===== config.mk =====
export PLATFORM = sky130hd
export DESIGN_NAME = itce_acc
export DESIGN_NICKNAME = d
export VERILOG_FILES = /design/src/rtl/itce_pkg.sv /design/src/rtl/itce_acc.sv
export SDC_FILE = /design/constraint.sdc
export NUM_CORES = 1
export LEC_CHECK = 0
export BUFFER_PORTS_ARGS = -buffer_cell sky130_fd_sc_hd__clkbuf_2
export CAP_MARGIN = 20
export CORE_MARGIN = 10
export CORE_UTILIZATION = 45
export DETAILED_ROUTE_END_ITERATION = 8
export PLACE_DENSITY = 0.57
export SLEW_MARGIN = 0
export SYNTH_ARGS = -nofsm -noshare
export SYNTH_HDL_FRONTEND = slang
export SYNTH_SLANG_ARGS = --single-unit

===== constraint.sdc =====
create_clock -name clk -period 29.4 [get_ports clk]
set_input_delay 4.41 -clock clk [delete_from_list [all_inputs] [get_ports clk]]
set_output_delay 4.41 -clock clk [all_outputs]
set_load 0.01 [all_outputs]

===== src/rtl/itce_pkg.sv =====
// Shared types and constants for the IPv4/TCP checksum engine.
`default_nettype none

package itce_pkg;

  // Result status codes
  typedef enum logic [1:0] {
    STATUS_OK            = 2'd0,
    STATUS_TRUNCATED     = 2'd1,
    STATUS_LEN_BELOW_HDR = 2'd2
  } status_t;

  // One finished result word
  typedef struct packed {
    logic [15:0] ip_header_checksum;
    logic [15:0] tcp_segment_checksum;
    status_t     status;
  } itce_result_t;

  // Header sum start value
  localparam logic [15:0] HDR_INIT = 16'hffff;
  // Bytes per unit of the IHL field
  localparam logic [5:0]  IHL_UNIT = 6'd4;
  // Offset of the TCP check field inside the segment
  localparam logic [6:0]  CHECK_OFF = 7'd16;
  // Saturation value of the byte counter
  localparam logic [15:0] INDEX_MAX = 16'hffff;

endpackage

`default_nettype wire


===== src/rtl/itce_acc.sv =====
// Per-byte checksum accumulator: header fields, running sums and the final result.
`default_nettype none

module itce_acc
  import itce_pkg::*;
(
  input  logic         clk,
  input  logic         rst,
  input  logic         step,
  input  logic [7:0]   data_byte,
  input  logic         last,
  output itce_result_t result
);

  // Fixed header offsets
  localparam logic [15:0] OFS_IHL     = 16'd0;
  localparam logic [15:0] OFS_TLEN_HI = 16'd2;
  localparam logic [15:0] OFS_TLEN_LO = 16'd3;
  localparam logic [15:0] OFS_PROTO   = 16'd9;
  localparam logic [15:0] OFS_CSUM_HI = 16'd10;
  localparam logic [15:0] OFS_CSUM_LO = 16'd11;
  localparam logic [15:0] OFS_ADDR_LO = 16'd13;
  localparam logic [15:0] OFS_ADDR_HI = 16'd19;
  localparam logic [15:0] OFS_MIN_LEN = 16'd3;

  // Ones'-complement add with end-around carry
  function automatic logic [15:0] oc_add(input logic [15:0] a, input logic [15:0] b);
    logic [16:0] s;
    logic [16:0] f;
    s = {1'b0, a} + {1'b0, b};
    f = {1'b0, s[15:0]} + {16'd0, s[16]};
    return f[15:0];
  endfunction

  logic [15:0] byte_index;
  logic [5:0]  header_bytes;
  logic [15:0] total_length;
  logic [7:0]  held_high_byte;
  logic [15:0] header_sum;
  logic [15:0] segment_sum;
  logic        length_error;

  logic [5:0]  hb_cur;
  logic [15:0] tl_cur;
  logic        le_cur;
  logic [6:0]  chk;
  logic        odd;
  logic [15:0] word;
  logic [15:0] hi_word;
  logic        lt_hb;
  logic        in_seg;
  logic        seg_tail;
  logic [15:0] hdr_add;
  logic [15:0] seg_add;
  logic [15:0] extra_add;
  logic [15:0] header_sum_next;
  logic [15:0] seg_sum_mid;
  logic [15:0] segment_sum_next;
  logic [15:0] tcp_len;
  logic [15:0] index_m1;
  logic [16:0] index_p1;

  // Header fields as seen by this byte
  always_comb begin
    hb_cur = header_bytes;
    tl_cur = total_length;
    le_cur = length_error;
    if (byte_index == OFS_IHL) begin
      hb_cur = {2'b00, data_byte[3:0]} * IHL_UNIT;
    end else if (byte_index == OFS_TLEN_HI) begin
      tl_cur = {data_byte, 8'h00};
    end else if (byte_index == OFS_TLEN_LO) begin
      tl_cur = {total_length[15:8], data_byte};
      le_cur = (tl_cur < {10'd0, hb_cur});
    end
  end

  assign chk      = {1'b0, hb_cur} + CHECK_OFF;
  assign odd      = byte_index[0];
  assign word     = {held_high_byte, data_byte};
  assign hi_word  = {data_byte, 8'h00};
  assign index_m1 = byte_index - 16'd1;
  assign index_p1 = {1'b0, byte_index} + 17'd1;
  assign lt_hb    = byte_index < {10'd0, hb_cur};
  assign in_seg   = (byte_index >= {10'd0, hb_cur}) &&
                    ((byte_index < 16'd4) || (byte_index < tl_cur));
  assign seg_tail = last || (index_p1 == {1'b0, tl_cur});

  // Select the words that join each sum
  always_comb begin
    hdr_add   = 16'h0000;
    seg_add   = 16'h0000;
    extra_add = 16'h0000;
    if (odd) begin
      if (lt_hb && (byte_index != OFS_CSUM_LO)) hdr_add = word;
      if (in_seg && (index_m1 != {9'd0, chk})) seg_add = word;
      if ((byte_index >= OFS_ADDR_LO) && (byte_index <= OFS_ADDR_HI)) extra_add = word;
    end else begin
      if (lt_hb && last && (byte_index != OFS_CSUM_HI)) hdr_add = hi_word;
      if (in_seg && (byte_index != {9'd0, chk}) && seg_tail) seg_add = hi_word;
    end
    if (byte_index == OFS_PROTO) extra_add = {8'h00, data_byte};
  end

  assign header_sum_next  = oc_add(header_sum, hdr_add);
  assign seg_sum_mid      = oc_add(segment_sum, seg_add);
  assign segment_sum_next = oc_add(seg_sum_mid, extra_add);
  assign tcp_len          = tl_cur - {10'd0, hb_cur};

  // Form the result for a last byte
  always_comb begin
    result.ip_header_checksum   = ~header_sum_next;
    result.tcp_segment_checksum = ~oc_add(segment_sum_next, tcp_len);
    if (byte_index < OFS_MIN_LEN) begin
      result.status = STATUS_TRUNCATED;
    end else if (le_cur) begin
      result.status = STATUS_LEN_BELOW_HDR;
    end else if (index_p1 < {1'b0, tl_cur}) begin
      result.status = STATUS_TRUNCATED;
    end else begin
      result.status = STATUS_OK;
    end
  end

  // Advance state; clear it on reset or after the last byte
  always_ff @(posedge clk) begin
    if (rst || (step && last)) begin
      byte_index     <= 16'd0;
      header_bytes   <= 6'd0;
      total_length   <= 16'd0;
      held_high_byte <= 8'd0;
      header_sum     <= HDR_INIT;
      segment_sum    <= 16'd0;
      length_error   <= 1'b0;
    end else if (step) begin
      byte_index   <= (byte_index == INDEX_MAX) ? byte_index : index_p1[15:0];
      header_bytes <= hb_cur;
      total_length <= tl_cur;
      length_error <= le_cur;
      header_sum   <= header_sum_next;
      segment_sum  <= segment_sum_next;
      if (!odd) held_high_byte <= data_byte;
    end
  end

endmodule

`default_nettype wire


# After elaboration in Yosys (flattened, before gate mapping)
# Index checks and enable logic that the tools add are counted.
[totals]
register_bits = 79
out_inout_bits = 34
[op_classes]
n_mux = 19
n_reduce_logical = 15
eq_ne = 9
n_bitwise = 4
n_addsub = 12
n_lt_le_gt_ge = 9
[ops]
columns = ["cell", "n"]
rows = [
  ["16-bit two-way mux", 11],
  ["16-bit by 16-bit adder with 17-bit output", 4],
  ["16-bit by 1-bit adder with 16-bit output", 4],
  ["16-bit by 2-bit equality test with 1-bit output, second input constant", 2],
  ["16-bit by 6-bit less-than comparator with 1-bit output", 2],
  ["16-bit by 4-bit != test with 1-bit output, second input constant", 2],
  ["16-bit by 7-bit != test with 1-bit output", 2],
  ["16-bit inverter", 2],
  ["16-bit by 1-bit adder with 17-bit output, second input constant", 1],
  ["17-bit by 16-bit equality test with 1-bit output", 1],
  ["17-bit by 16-bit less-than comparator with 1-bit output", 1],
  ["16-bit equality test, second input constant", 1],
  ["16-bit by 4-bit equality test with 1-bit output, second input constant", 1],
  ["16-bit by 4-bit greater-or-equal comparator with 1-bit output, second input constant", 1],
  ["16-bit by 6-bit greater-or-equal comparator with 1-bit output", 1],
  ["16-bit by 5-bit less-or-equal comparator with 1-bit output, second input constant", 1],
  ["16-bit zero test", 1],
  ["16-bit less-than comparator", 1],
  ["16-bit by 2-bit less-than comparator with 1-bit output, second input constant", 1],
  ["16-bit by 3-bit less-than comparator with 1-bit output, second input constant", 1],
  ["16-bit by 1-bit subtractor with 16-bit output, second input constant", 1],
  ["16-bit by 6-bit subtractor with 16-bit output", 1],
  ["1-bit logical AND", 9],
  ["8-bit two-way mux", 1],
  ["7 further kinds", 15],
]

# Logic depth before layout (Yosys ltp)
[depth]
word_depth = 18
depth_mapped = 78
depth_no_buf = 74

# Worst setup path before layout
# Ideal clock, no wire load.
[synth_timing]
kind = "input-to-output"
from = "in data_byte[0]"
to = "out result[17] in the netlist's numbering"
path_stages = 67
setup_slack_ns = 7.961
path_buffers = 2
arrival_ns = 17.029
path_cell_list = "clkbuf_1 nand2_1 a21oi_1 ha_1 inv_1 maj3_1 maj3_1 a21o_1 a21o_1 a21oi_1 o21ai_0 a221o_1 a211oi_2 clkbuf_1 and3_1 ha_1 a21o_1 a21oi_1 [31 not listed] nor2_1 o21ai_0 o21ai_1 a31oi_1 o31a_1 a21o_1 nor2b_1 o21bai_1 ha_1 nand2_1 nor2b_1 and2_1 nand3_1 a2111oi_4 o21ai_2 o41a_1 a311oi_2 xnor2_1"
[synth_lines]
columns = ["element", "line_no", "text"]
rows = [
  ["start, declared", "itce_acc.sv:10", "input logic [7:0] data_byte,"],
  ["end, declared", "itce_acc.sv:12", "output itce_result_t result"],
]

==> reports/results.txt <==
Peak per-stage delay on the critical path: 0.90 ns. For the global-route total usage across every layer, the log shows 0.201. The detailed router finished its first iteration with 660 violations.

The tools report the final instance area as 10400 µm². The tools report the sequential power share as 0.209. The count of nets left with antenna violations once routing finished came out at 0. The placed instances occupy a cell area of 10100 µm². The clock passes through at most 2 buffers.

Post-synthesis async set-or-reset flop share: 0. Dividing the detail-routed wire length by the instance count gives 18.5 µm. The fraction of power spent switching nets came out at 0.446.

The type of the worst setup path is in -> out. The logs give 21100 µm² for the floorplan core area and 24.99 ns for the worst endpoint required time. X dimension of the die: 167 µm. The synthesized design contains 79 register bits. Setup repair after global routing left no endpoint under its margin. The start point of the worst hold path is length_error$_SDFFE_PP0P_. IR analysis of the VDD net gives a maximum drop of 45.2 µV. For the count of vias placed by the detailed router, the log shows 8747.

The first detailed-routing pass ran for 5 iterations. The post-synthesis instance area came out at 9660 µm². The tools report the initial antenna violation count as 0. The number of hold buffers added after CTS was 0. The via count of the first global-routing pass was 8376; the critical path data arrival time was 18.90 ns. The clock reaches the later pin of the worst-skew pair after 0.35 ns. For this design the static power due to leakage is 4.81 nW. The estimated wirelength of the detail-placed design was 22.1 mm; the number of hold violations in the final report was 0. The clock edge transition at the registers on the reported setup and hold paths was 0.06 ns; the normalized max-slew margin was 0.292.

The clock net in this run drives a total of 79 sinks. After detailed routing, the total wire length is 28.5 mm. In this run the worst hold path is classified as reg -> reg.

TritonCTS built the clock tree. The largest net degree at the start of global routing is 62, and the count of flip-flops with a built-in enable after synthesis is 0. The number of cells on the worst reg-to-reg path is 54. Leaving out fill and tap cells, the most frequent cell in the layout is nor2_1.

The worst setup path is captured at an output port. The global-route wire length before repair came out at 46.1 mm. The tools report the count of instances resized after the clock tree is built as 0. The run gives 16.56 ns as the worst setup slack for register-to-register paths.

At the end of the flow, the number of nets in the layout was 1403. The flow ran to the end, and the final reports show no timing, DRC or antenna violations. In this run the mean area of a mapped cell was 7.74 µm². The total congestion overflow was 0; the post-layout total power was 0.583 mW. Across the run, the number of max-cap violations was 0.

The final critical delay including setup and external delays was 23.31 ns; the count of buffers inserted at the top-level ports was 45. The most critical setup path has its endpoint at result[17]. The logs give 0.458 for the starting density of the core and 0.577 for the share of total power in combinational logic. Count of unique library cells instantiated by Yosys: 83.

The total of endpoints with negative setup slack in the final report was 0. The family with the most delay on the worst path is compound AO/OA/AOI/OAI gates. Total number of cells along the worst setup path: 67. For the number of H-tree levels, the log shows 3.

The count of buffer and inverter cells on the critical path was 3. The worst flop-to-flop path endpoint is segment_sum[15]$_SDFFE_PP0P_. The floorplan step set the die height to 167 µm. The logs give 0.214 for the clock network power share and 0 for the number of buffers added for setup after CTS.

Counting every net in the synthesized netlist gives 1391. The layout cell share with drive strength beyond 1 works out to 0.0806. For the final routed database, the setup TNS stands at 0 ns.

The tools report the number of standard-cell rows in the floorplan as 53. In the post-synthesis netlist, the biggest area contributors are dfxtp_1 16%, ha_1 16%, xnor2_1 8.2%. In this run the count of I/O pins placed on the die edge is 46. The Yosys step of the flow raised 0 warnings. After detailed routing, the number of remaining DRC violations is 0. In the layout the commonest cells are 138 x nor2_1, 126 x ha_1, 102 x nand2_1, 91 x xnor2_1, 79 x dfxtp_1. Clock tree synthesis inserted a total of 9 buffers. In the routed layout, each cell is associated on average with a via count of 5.68.

The critical-path maximum fanout is 16. Based on the critical path, the design can be clocked at up to 42.9 MHz. For this run, the leading register cell type out of synthesis is dfxtp_1. The count of pins over their slew limit is 0, and the post-synthesis to final-layout area growth is 7.68%.

The floorplan step defined a die boundary enclosing 27700 µm². Routability-driven placement finished with a final weighted congestion of 0.870. The sequential area share after synthesis came out at 0.164. The analysis attributes to net switching a power of 0.260 mW. Number of diodes: 0.

The total power divided by cell area was 56.0 nW/µm². The biggest area contributor in the post-synthesis netlist is dfxtp_1. Start of the worst register-to-register path: byte_index[4]$_SDFFE_PP0P_. For this design, the slowest cell found on the critical path is a211oi_2. For the pin with the worst max-slew slack, the measured transition is 1.06 ns.

The cell count after synthesis came out at 1249. The worst setup path is launched from an input pin. The tools report the utilization after layout as 0.493. The most critical setup path has its startpoint at data_byte[0]. Ratio of final minimum period to clock period: 0.793.

The cell-internal power is 0.323 mW, and the clock skew after layout is 0.0126 ns. The tree is rooted in a clkbuf_16. The area share of the leading cell type in the synthesized netlist was 0.164.
-- through the flow --
stage | hold slack, ns | std cells | setup slack, ns
floorplan | 0.446 | 1249 | 7.96
global placement | 0.464 | 1525 | 6.58
detailed placement | 0.469 | 1525 | 6.32
CTS | 0.482 | 1541 | 6.24
global route | 0.506 | 1541 | 5.02
finish | 0.482 | 1541 | 6.09
-- cell type report --
type | instances | area [µm²]
tap | 275 | 344
inverter | 63 | 236
clock inverter | 5 | 63.8
clock buffer | 11 | 253
timing repair buffer | 56 | 308
multi-input combinational | 1052 | 7620
sequential | 79 | 1580
fill | 2112 | 10700
-- worst min-delay path, delay by kind of cell (launching register included) --
family           cells  cell delay [ns]
AO/OA/AOI/OAI        1             0.04
flip-flops           1             0.31
AND/OR/NAND/NOR      1             0.08
-- flip-flops by register name (all words and copies together) (netlist names) --
| signal | cells |
|---|---|
| held_high_byte | 8 |
| length_error | 1 |
| byte_index | 16 |
| header_bytes | 6 |
| total_length | 16 |
| header_sum | 16 |
| segment_sum | 16 |
-- worst min-delay path by stage --
stage,endpoint,depth (start not counted)
after detailed placement,segment_sum[12]$_SDFFE_PP0P_,2
after global routing,segment_sum[10]$_SDFFE_PP0P_,2
after floorplan,header_sum[13]$_SDFFE_PP1P_,1
after global placement,segment_sum[10]$_SDFFE_PP0P_,2
final,length_error$_SDFFE_PP0P_,2
after CTS,length_error$_SDFFE_PP0P_,2
-- power by group through the flow --
stage,Clock [mW],Combinational (mW),Sequential (mW)
floorplan,0,0.244,0.122
global placement,0,0.336,0.124
detailed placement,0,0.336,0.124
CTS,0.128,0.339,0.122
global route,0.133,0.376,0.123
finish,0.125,0.336,0.122
-- synth_stat cells, drive strengths merged, types with 20 or more instances --
library cell  instances
a211oi               21
a21o                 30
a21oi                71
and2                 20
and3                 37
clkbuf               42
dfxtp                79
ha                  126
inv                  62
mux2i                34
nand2               102
nand3                38
nor2                138
nor3                 33
o21ai                52
xnor2                91
xor2                 63
-- metal layers --
layer,up-vias,track usage,part of all wire
met1,4085,0.282,0.50
met3,12,0.0297,0.046
met4,0,0.0374,0.0085
met5,-,0,0
li1,4478,-,-
met2,172,0.320,0.44
-- logic make-up after synthesis --
kind of cell             count (synthesis)  share of synthesized area
AO/OA/AOI/OAI                          276                      0.199
XOR/XNOR                               157                      0.149
adder cells (fa/ha/maj)                133                      0.175
buffers and inverters                  118                     0.0488
flip-flops                              79                      0.164
multiplexers                            36                     0.0376
AND/OR/NAND/NOR                        450                      0.227
Power figures use the tool's default switching activity.
